$ cat config.mk
export PLATFORM = sky130hd
export DESIGN_NAME = firmware_image_crc_validator
export DESIGN_NICKNAME = d
export VERILOG_FILES = /design/src/hw/rtl/fic_pkg.sv /design/src/hw/rtl/firmware_image_crc_validator.sv /design/src/hw/rtl/fic_crc16_byte.sv
export SDC_FILE = /design/constraint.sdc
export NUM_CORES = 1
export LEC_CHECK = 0
export BUFFER_PORTS_ARGS = -buffer_cell sky130_fd_sc_hd__buf_2
export CORE_ASPECT_RATIO = 0.5
export CORE_MARGIN = 1.5
export CORE_UTILIZATION = 57
export CTS_CLUSTER_SIZE = 12
export DETAILED_ROUTE_END_ITERATION = 10
export GPL_TIMING_DRIVEN = 0
export PLACE_DENSITY_LB_ADDON = 0.15
export SLEW_MARGIN = 20
export SYNTH_ARGS = -nofsm -noshare
export SYNTH_HDL_FRONTEND = slang
export SYNTH_SLANG_ARGS = --single-unit
export TNS_END_PERCENT = 100
$ cat constraint.sdc
create_clock -name clk -period 3.1 [get_ports clk]
set_input_delay 0.155 -clock clk [delete_from_list [all_inputs] [get_ports clk]]
set_output_delay 0.155 -clock clk [all_outputs]
set_load 0.005 [all_outputs]
$ cat src/hw/rtl/fic_pkg.sv
`default_nettype none
// ----------------------------------------------------------------------------
// Firmware image CRC validator package
// Shared constants and the transfer payload types of the image check block.
// ----------------------------------------------------------------------------
package fic_pkg;

    // Default number of leading bytes looked at by the blank-flash check.
    localparam int BLANK_CHECK_BYTES_DEF = 128;

    // Reflected CRC-16 polynomial (KERMIT style), start value zero.
    localparam logic [15:0] CRC_POLY  = 16'h8408;
    localparam logic [15:0] CRC_INIT  = 16'h0000;

    // Value of an erased flash byte.
    localparam logic [7:0]  ERASED_BYTE = 8'hFF;

    typedef struct packed {
        logic [7:0] data_byte;
        logic       last_byte;
    } image_byte_t;

    typedef struct packed {
        logic        image_valid;
        logic        image_blank;
        logic [15:0] computed_crc;
        logic [15:0] stored_crc;
    } image_result_t;

endpackage : fic_pkg
`default_nettype wire

$ cat src/hw/rtl/firmware_image_crc_validator.sv
`default_nettype none
// ----------------------------------------------------------------------------
// Firmware image CRC validator
// Checks a firmware image streamed in one byte per transfer: CRC-16/KERMIT
// over all but the final two bytes, compared against those two bytes taken
// as a little-endian stored CRC, plus a blank (all 0xFF) check on the first
// BLANK_CHECK_BYTES bytes.
// ----------------------------------------------------------------------------
//
//  Channel   Handshake                    Payload                 Transfers
//  -------   --------------------------   ---------------------   ---------------------
//  byte      byte_valid / byte_ready      byte_item (data,last)   one per image byte
//  result    result_valid / result_ready  result_item             one per image
//
// Each byte is folded into the running state at the edge where its transfer
// completes, and a final byte loads the result register at that edge, so
// the result is offered from the next cycle on.
// The combinational byte CRC update sets the clock path. Only a result held
// back by result_ready low stalls the byte channel; one taken in the same
// cycle does not. Reset clears the CRC, delay line, count and result valid flag.
// ----------------------------------------------------------------------------
module firmware_image_crc_validator
#(
    parameter int BLANK_CHECK_BYTES = fic_pkg::BLANK_CHECK_BYTES_DEF
)
(
    input  wire logic                  clk,
    input  wire logic                  rst_n,

    input  wire logic                  byte_valid,
    output logic                       byte_ready,
    input  wire fic_pkg::image_byte_t  byte_item,

    output logic                       result_valid,
    input  wire logic                  result_ready,
    output fic_pkg::image_result_t     result_item
);

    // The byte count only needs to reach the blank-check length.
    localparam int CNT_W = $clog2(BLANK_CHECK_BYTES + 1);
    localparam logic [CNT_W-1:0] CHECK_LEN = CNT_W'(BLANK_CHECK_BYTES);
    localparam logic [CNT_W-1:0] TWO_BYTES = CNT_W'(2);

    // Running image state.
    logic [15:0]      crc_reg,       crc_next;
    logic [7:0]       held_old_reg,  held_old_next;
    logic [7:0]       held_new_reg,  held_new_next;
    logic [CNT_W-1:0] count_reg,     count_next;
    logic             all_ones_reg,  all_ones_next;

    // Result register.
    logic                   res_valid_reg, res_valid_next;
    fic_pkg::image_result_t res_item_reg,  res_item_next;

    logic                   byte_xfer;
    logic [15:0]            crc_stepped;
    logic [15:0]            crc_upd;
    logic                   all_ones_upd;
    logic [15:0]            stored_crc;

    // A byte may enter whenever the result register is empty or is being
    // emptied in this cycle.
    assign byte_ready = !res_valid_reg || result_ready;
    assign byte_xfer  = byte_valid && byte_ready;

    // The oldest held byte enters the CRC.
    fic_crc16_byte u_crc_byte
    (
        .crc     (crc_reg),
        .data    (held_old_reg),
        .crc_out (crc_stepped)
    );

    always_comb
    begin
        // Once two bytes have been seen, the delay line holds real image data.
        crc_upd      = (count_reg >= TWO_BYTES) ? crc_stepped : crc_reg;
        // The blank check only looks at the leading bytes.
        all_ones_upd = all_ones_reg;
        if (count_reg < CHECK_LEN)
        begin
            all_ones_upd = all_ones_reg && (byte_item.data_byte == fic_pkg::ERASED_BYTE);
        end
        // The final two bytes, first one low.
        stored_crc = {byte_item.data_byte, held_new_reg};
    end

    always_comb
    begin
        crc_next       = crc_reg;
        held_old_next  = held_old_reg;
        held_new_next  = held_new_reg;
        count_next     = count_reg;
        all_ones_next  = all_ones_reg;
        res_valid_next = res_valid_reg && !result_ready;
        res_item_next  = res_item_reg;

        if (byte_xfer)
        begin
            if (byte_item.last_byte)
            begin
                // Emit the verdict and start over for the next image.
                res_valid_next             = 1'b1;
                res_item_next.image_blank  = all_ones_upd;
                res_item_next.computed_crc = crc_upd;
                res_item_next.stored_crc   = stored_crc;
                res_item_next.image_valid  = !all_ones_upd && (crc_upd == stored_crc);

                crc_next      = fic_pkg::CRC_INIT;
                held_old_next = 8'h00;
                held_new_next = 8'h00;
                count_next    = '0;
                all_ones_next = 1'b1;
            end
            else
            begin
                crc_next      = crc_upd;
                held_old_next = held_new_reg;
                held_new_next = byte_item.data_byte;
                all_ones_next = all_ones_upd;
                if (count_reg < CHECK_LEN)
                begin
                    count_next = count_reg + CNT_W'(1);
                end
            end
        end
    end

    always_ff @(posedge clk or negedge rst_n)
    begin
        if (!rst_n)
        begin
            crc_reg       <= fic_pkg::CRC_INIT;
            held_old_reg  <= 8'h00;
            held_new_reg  <= 8'h00;
            count_reg     <= '0;
            all_ones_reg  <= 1'b1;
            res_valid_reg <= 1'b0;
        end
        else
        begin
            crc_reg       <= crc_next;
            held_old_reg  <= held_old_next;
            held_new_reg  <= held_new_next;
            count_reg     <= count_next;
            all_ones_reg  <= all_ones_next;
            res_valid_reg <= res_valid_next;
        end
    end

    // Result payload needs no reset; it is qualified by the valid flag.
    always_ff @(posedge clk)
    begin
        res_item_reg <= res_item_next;
    end

    assign result_valid = res_valid_reg;
    assign result_item  = res_item_reg;

endmodule : firmware_image_crc_validator
`default_nettype wire

$ cat src/hw/rtl/fic_crc16_byte.sv
`default_nettype none
// ----------------------------------------------------------------------------
// CRC-16 byte update
// Advances a reflected CRC-16 by one whole byte in combinational logic.
// ----------------------------------------------------------------------------
module fic_crc16_byte
(
    input  wire logic [15:0] crc,
    input  wire logic [7:0]  data,
    output logic      [15:0] crc_out
);

    logic [15:0] work;

    // Eight bit steps of the shift register, each a shift with an xor when the low bit is set.
    always_comb
    begin
        work = crc ^ {8'h00, data};
        for (int k = 0; k < 8; k++)
        begin
            if (work[0])
            begin
                work = (work >> 1) ^ fic_pkg::CRC_POLY;
            end
            else
            begin
                work = work >> 1;
            end
        end
        crc_out = work;
    end

endmodule : fic_crc16_byte
`default_nettype wire

### Word-level counts from Yosys, hierarchy flattened

Index checks and enable logic that the tools add are counted.

* register bits after elaboration: 76
* input port bits: 13
* output and inout port bits: 36
* logic and storage cells: 53

* $add $sub $neg: 1
* magnitude comparators: 2
* equality and inequality tests: 2
* muxes and demuxes: 18
* bitwise operators: 9
* reduce and logical (&&, ||, !) cells: 11

Operators with widths (number)
* two-way mux 16 bit: 10
* two-way mux 8 bit: 4
* NOT 2 -> 3 bit: 8
* == test 16 bit: 1
* XOR 16 x 8 -> 16 bit: 1
* adder 8 x 1 -> 8 bit (second input constant): 1
* == test 8 bit (second input constant): 1
* greater-or-equal comparator 8 x 2 -> 1 bit (second input constant): 1
* < comparator 8 bit (second input constant): 1
* logical AND 1 bit: 4
* two-way mux 1 bit: 4
* AND reduction 2 bit: 2
* logical NOT 1 bit: 3
* nonzero test 2 bit: 1
* logical OR 1 bit: 1

### Longest topological paths before layout

* depth in word-level cells: 20
* gate-level depth with buffers: 8
* gate-level depth less buffers: 8

### By module

From an unflattened synthesis, not the netlist that was laid out.

* cells, all modules: 321
* area, all modules: 3764.9 µm²

Modules (own cells, without submodules)
* firmware_image_crc_validator: instances 1, cells each 296, area an instance 3384.5 µm², seq. area each 2073.2 µm²
* fic_crc16_byte: instances 1, cells each 25, area an instance 380.4 µm², seq. area each 0.0 µm²

### Worst setup path before layout

No wires, ideal clock.

* path type: flip-flop to flip-flop
* start point: register count_reg[0]
* end point: register res_item_reg, in the netlist result_item[33], data pin
* library setup time: 0.169 ns
* arrival time: 2.147 ns
* data required time: 2.931 ns
* setup slack: 0.784 ns
* cell stages (with the launch flop): 9
* buffers on the path: 0
* period minus slack after synthesis: 2.316 ns
* path through: dfrtp_1 inv_1 ha_1 or4_4 nor2_1 o21ai_1 xor2_1 nand4_1 nor4b_2

* cells in the longest elaborated chain, start to end: 4
* elaborated cells between the ends (all ways): 7
* those cells by class: order compare: 2; eq/ne: 1; mux: 2; reduce/logical: 2

RTL lines
* start, declared: line firmware_image_crc_validator.sv:48 `logic [CNT_W-1:0] count_reg, count_next;`
* start signal, assigned: line firmware_image_crc_validator.sv:145 `count_reg <= count_next;`
* greater-or-equal comparator 8 x 2 -> 1 bit or < comparator 8 bit (tied branches): line firmware_image_crc_validator.sv:77, firmware_image_crc_validator.sv:80
* two-way mux 16 bit or two-way mux 1 bit (tied branches): line firmware_image_crc_validator.sv:77, firmware_image_crc_validator.sv:80
* == test 16 bit or logical NOT 1 bit (tied branches): line firmware_image_crc_validator.sv:107 `res_item_next.image_valid = !all_ones_upd && (crc_upd == stored_crc);`
* logical AND 1 bit *: line firmware_image_crc_validator.sv:107
* end signal, assigned: line firmware_image_crc_validator.sv:154 `res_item_reg <= res_item_next;`
* end, declared: line firmware_image_crc_validator.sv:53 `fic_pkg::image_result_t res_item_reg, res_item_next;`

Mark *: on every way between the ends. The rest lies on a longest branch, timed or not.
A chain may end at the register's enable or synchronous reset.

### Final worst setup path

Ends and elaborated chain as after synthesis.

==> impl_metrics.csv <==
group,metric,value,unit
floorplan,fp.dieW,118,um
detailed_routing,wl_per_cell,18.8,um
synthesis,synthFlopType,"dfrtp_1",
floorplan,fp.coreArea,6210,um2
worst_hold_path,hold-path-cell-count,1,
worst_setup_path,cpMaxStageDelayCell,"a2111oi_2",
timing,fin_setup_tns,0,ns
flow_run,drv_cap,0,
power_and_ir_drop,swShare,0.338,
worst_hold_path,hold_path.class,"in2reg",
power_and_ir_drop,comb_power_share,0.372,
synthesis,syn_inst,327,
worst_setup_path,worstRegToRegCells,8,
synthesis,synth_seq_cells,76,
floorplan,die_area,7090,um2
outcome,status,"finished clean",
worst_setup_path,crit_arrival,2.91,ns
synthesis,ys_types,52,
worst_setup_path,cp-start-kind,"register",
synthesis,syn-cell-area,3740,um2
placement,dp_hpwl,6.49,mm
timing,tightest_slew,0.771,ns
cells_and_area,drive_above_1_share,0.207,
cts,worstSkewPairLatency,0.34,ns
timing,clock_skew,0.00411,ns
synthesis,synth_nets,342,
cts,cts-root-buf,"clkbuf_16",
global_routing,grt_start_max_net_pins,43,
placement,dp.cells,463,
cts,numCtsBuffers,9,
timing,drv_slew,0,
synthesis,synth_warnings,0,
detailed_routing,first_iter_violations,238,
power_and_ir_drop,p_per_area,884,nW/um2
timing,clock.fmax,363,MHz
cells_and_area,regArea,2070,um2
worst_setup_path,cp_common_cell,"nand4_1",
synthesis,synth_edf_count,34,
timing,finalSetupViolCount,0,
cells_and_area,design_area,4410,um2
floorplan,die_h,60.3,um
detailed_routing,detailroute.via_count,2759,
synthesis,yosysSeqAreaShare,0.554,
power_and_ir_drop,vdd_drop_max,428,uV
worst_setup_path,crit_chain,"inv_1 > ha_1 > nor4_4 > nand4_1 > o32a_1 > a2111oi_2 > nand4_1 > nor4b_2",
cells_and_area,final_nets,402,
cts,cts_tree,"done",
global_routing,grt_pass1_wl,14.5,mm
timing,hold_violations,0,
floorplan,start_util,0.603,
power_and_ir_drop,p_leak,1.92,nW
cells_and_area,multi_input_area,1540,um2
cells_and_area,utilization,0.711,
detailed_routing,firstDrtPassIters,5,
cts,htree_levels,3,
placement,place.gp.congestion,0.893,
synthesis,synth_async_sr_flop_share,0.553,
placement,pre_cts_ws,0.265,ns
global_routing,grt.overflow.total,0,
cells_and_area,largest_reg_flops,34,
timing,rsz0062_at_grt,"false",
timing,setup_ws,0.346,ns
cells_and_area,areaGrowthSynthToFinish,18.0,%
timing,finalCritPeriodShare,0.888,
worst_setup_path,endpoint_kind,"register",
power_and_ir_drop,power,3.90,mW
power_and_ir_drop,p_clk_frac,0.275,
worst_setup_path,worstPathRequired,3.25,ns
cells_and_area,nFillCells,467,
power_and_ir_drop,p_int,2.58,mW
placement,dpl_cell_area,4090,um2
synthesis,postSynthAreaPerCell,11.4,um2
worst_setup_path,critical_path_peak_fanout,6,
cells_and_area,antennaDiodeCount,0,
cts,cts_setup_buffers,0,
worst_setup_path,crit_type,"reg2reg",
detailed_routing,ant_nets,0,
timing,hold_ws,0.0519,ns
worst_setup_path,max_stage_delay,0.42,ns
power_and_ir_drop,switching_power,1.32,mW
detailed_routing,totalWireLength,9.03,mm
timing,max_slew_margin,0.486,
detailed_routing,drc,0,
timing,fin_crit,2.75,ns
cells_and_area,instances_no_fill,480,
power_and_ir_drop,seq_power_share,0.353,
floorplan,io_pins,49,
global_routing,antenna_found_initial,0,
cts,clock-sinks,76,
cts,clkTransAtPathRegs,0.05,ns
cts,clockBufferDepth,2,
detailed_routing,avgViaCountPerCell,5.75,
global_routing,grt_pass1_vias,2636,
floorplan,std_cell_rows,20,
placement,numPortBuffers,48,
global_routing,track_usage,0.286,
-- logic make-up after synthesis --
kind of cell,after synthesis,share of synthesized area
muxes,6,0.0164
and+or+nand+nor,97,0.139
DFF,76,0.554
buffers and inverters,31,0.0338
xor gates and xnor gates,44,0.126
adders and majority gates,2,0.00669
AOI/OAI and AO/OA,71,0.124
-- metal layers --
metal / vias up / wire [um] / track usage / share of wire
li1: 1284 / - / - / -
met1: 1354 / 4410 / 0.418 / 0.49
met2: 111 / 3910 / 0.424 / 0.43
met3: 10 / 626 / 0.0754 / 0.069
met4: 0 / 80 / 0.0836 / 0.0089
met5: - / 0 / 0 / 0
-- area by class of cell --
| cell class | instances | share of cell area |
|---|---|---|
| sequential | 76 | 0.470 |
| multi-input combinational | 220 | 0.350 |
| timing repair buffer | 49 | 0.0573 |
| clock buffer | 10 | 0.0519 |
| tap | 88 | 0.0250 |
| clock inverter | 6 | 0.0179 |
| buffer | 16 | 0.0159 |
| inverter | 15 | 0.0128 |
-- worst max-delay path: cells and delay by family, from the launching register on --
| kind | cells | cell delay (ns) |
|---|---|---|
| simple gates | 4 | 1.04 |
| compound gates | 2 | 0.79 |
| flops | 1 | 0.41 |
| fa+ha+maj | 1 | 0.24 |
| buf+inv | 1 | 0.09 |
-- cells in the final DEF, fill, tap and decap left out, types with 3 or more instances in the layout --
master / count
inv_1: 14
nand4_1: 6
buf_2: 49
edfxtp_1: 34
clkinv_2: 3
dfrtp_1: 41
nand2b_1: 15
a22o_1: 9
nand2_1: 38
o21ai_1: 12
xor2_1: 11
xnor2_1: 26
mux2i_1: 5
a31oi_1: 4
o22ai_1: 3
nor2_1: 16
o21ai_0: 19
clkbuf_16: 9
xnor3_1: 4
a21oi_1: 8
o31ai_1: 4
clkbuf_1: 14
-- power by group through the flow --
stage	Clock, mW	Combinational, mW	Sequential (mW)
after CTS	1.09	1.43	1.38
after global routing	1.13	1.58	1.40
after global placement	0	1.40	1.39
after floorplan	0	1.05	1.37
after detailed placement	0	1.42	1.39
final	1.07	1.45	1.38
-- what timing repair did --
item	CTS	global route
resized for setup	0	1
hold endpoints to repair	0	41
hold buffers	0	1
endpoints found under the setup margin	0	1
-- cell usage after synthesis (3+ instances only) --
library cell  instances  area share
a31oi_1               4      0.0067
edfxtp_1             34        0.27
xnor2_1              26       0.061
nand4_1               6       0.010
dfrtp_1              41        0.27
o31ai_1               4      0.0080
nor2_1               17       0.017
clkbuf_1             13       0.013
o21ai_1              12       0.016
nand2_1              38       0.038
a21oi_1               8       0.011
nand2b_1             15       0.025
xor2_1               11       0.026
o22ai_1               3      0.0050
a22o_1                9       0.021
xnor3_1               4       0.024
inv_1                15       0.015
mux2i_1               5       0.013
o21ai_0              19       0.025
-- final timing paths --
check / from / to / slack [ns]
max: count_reg[0] / result_item[33] / 0.35
min: byte_item[5] / result_item[12] / 0.05
max reg2reg: count_reg[0] / result_item[33] / 0.35
min reg2reg: held_old_reg[5] / held_old_reg[5] / 0.51
max in group asynchronous: rst_n / held_new_reg[2] / 2.33
min in group asynchronous: rst_n / result_valid / 0.35
Note: power is estimated with default switching activity, not from simulation.
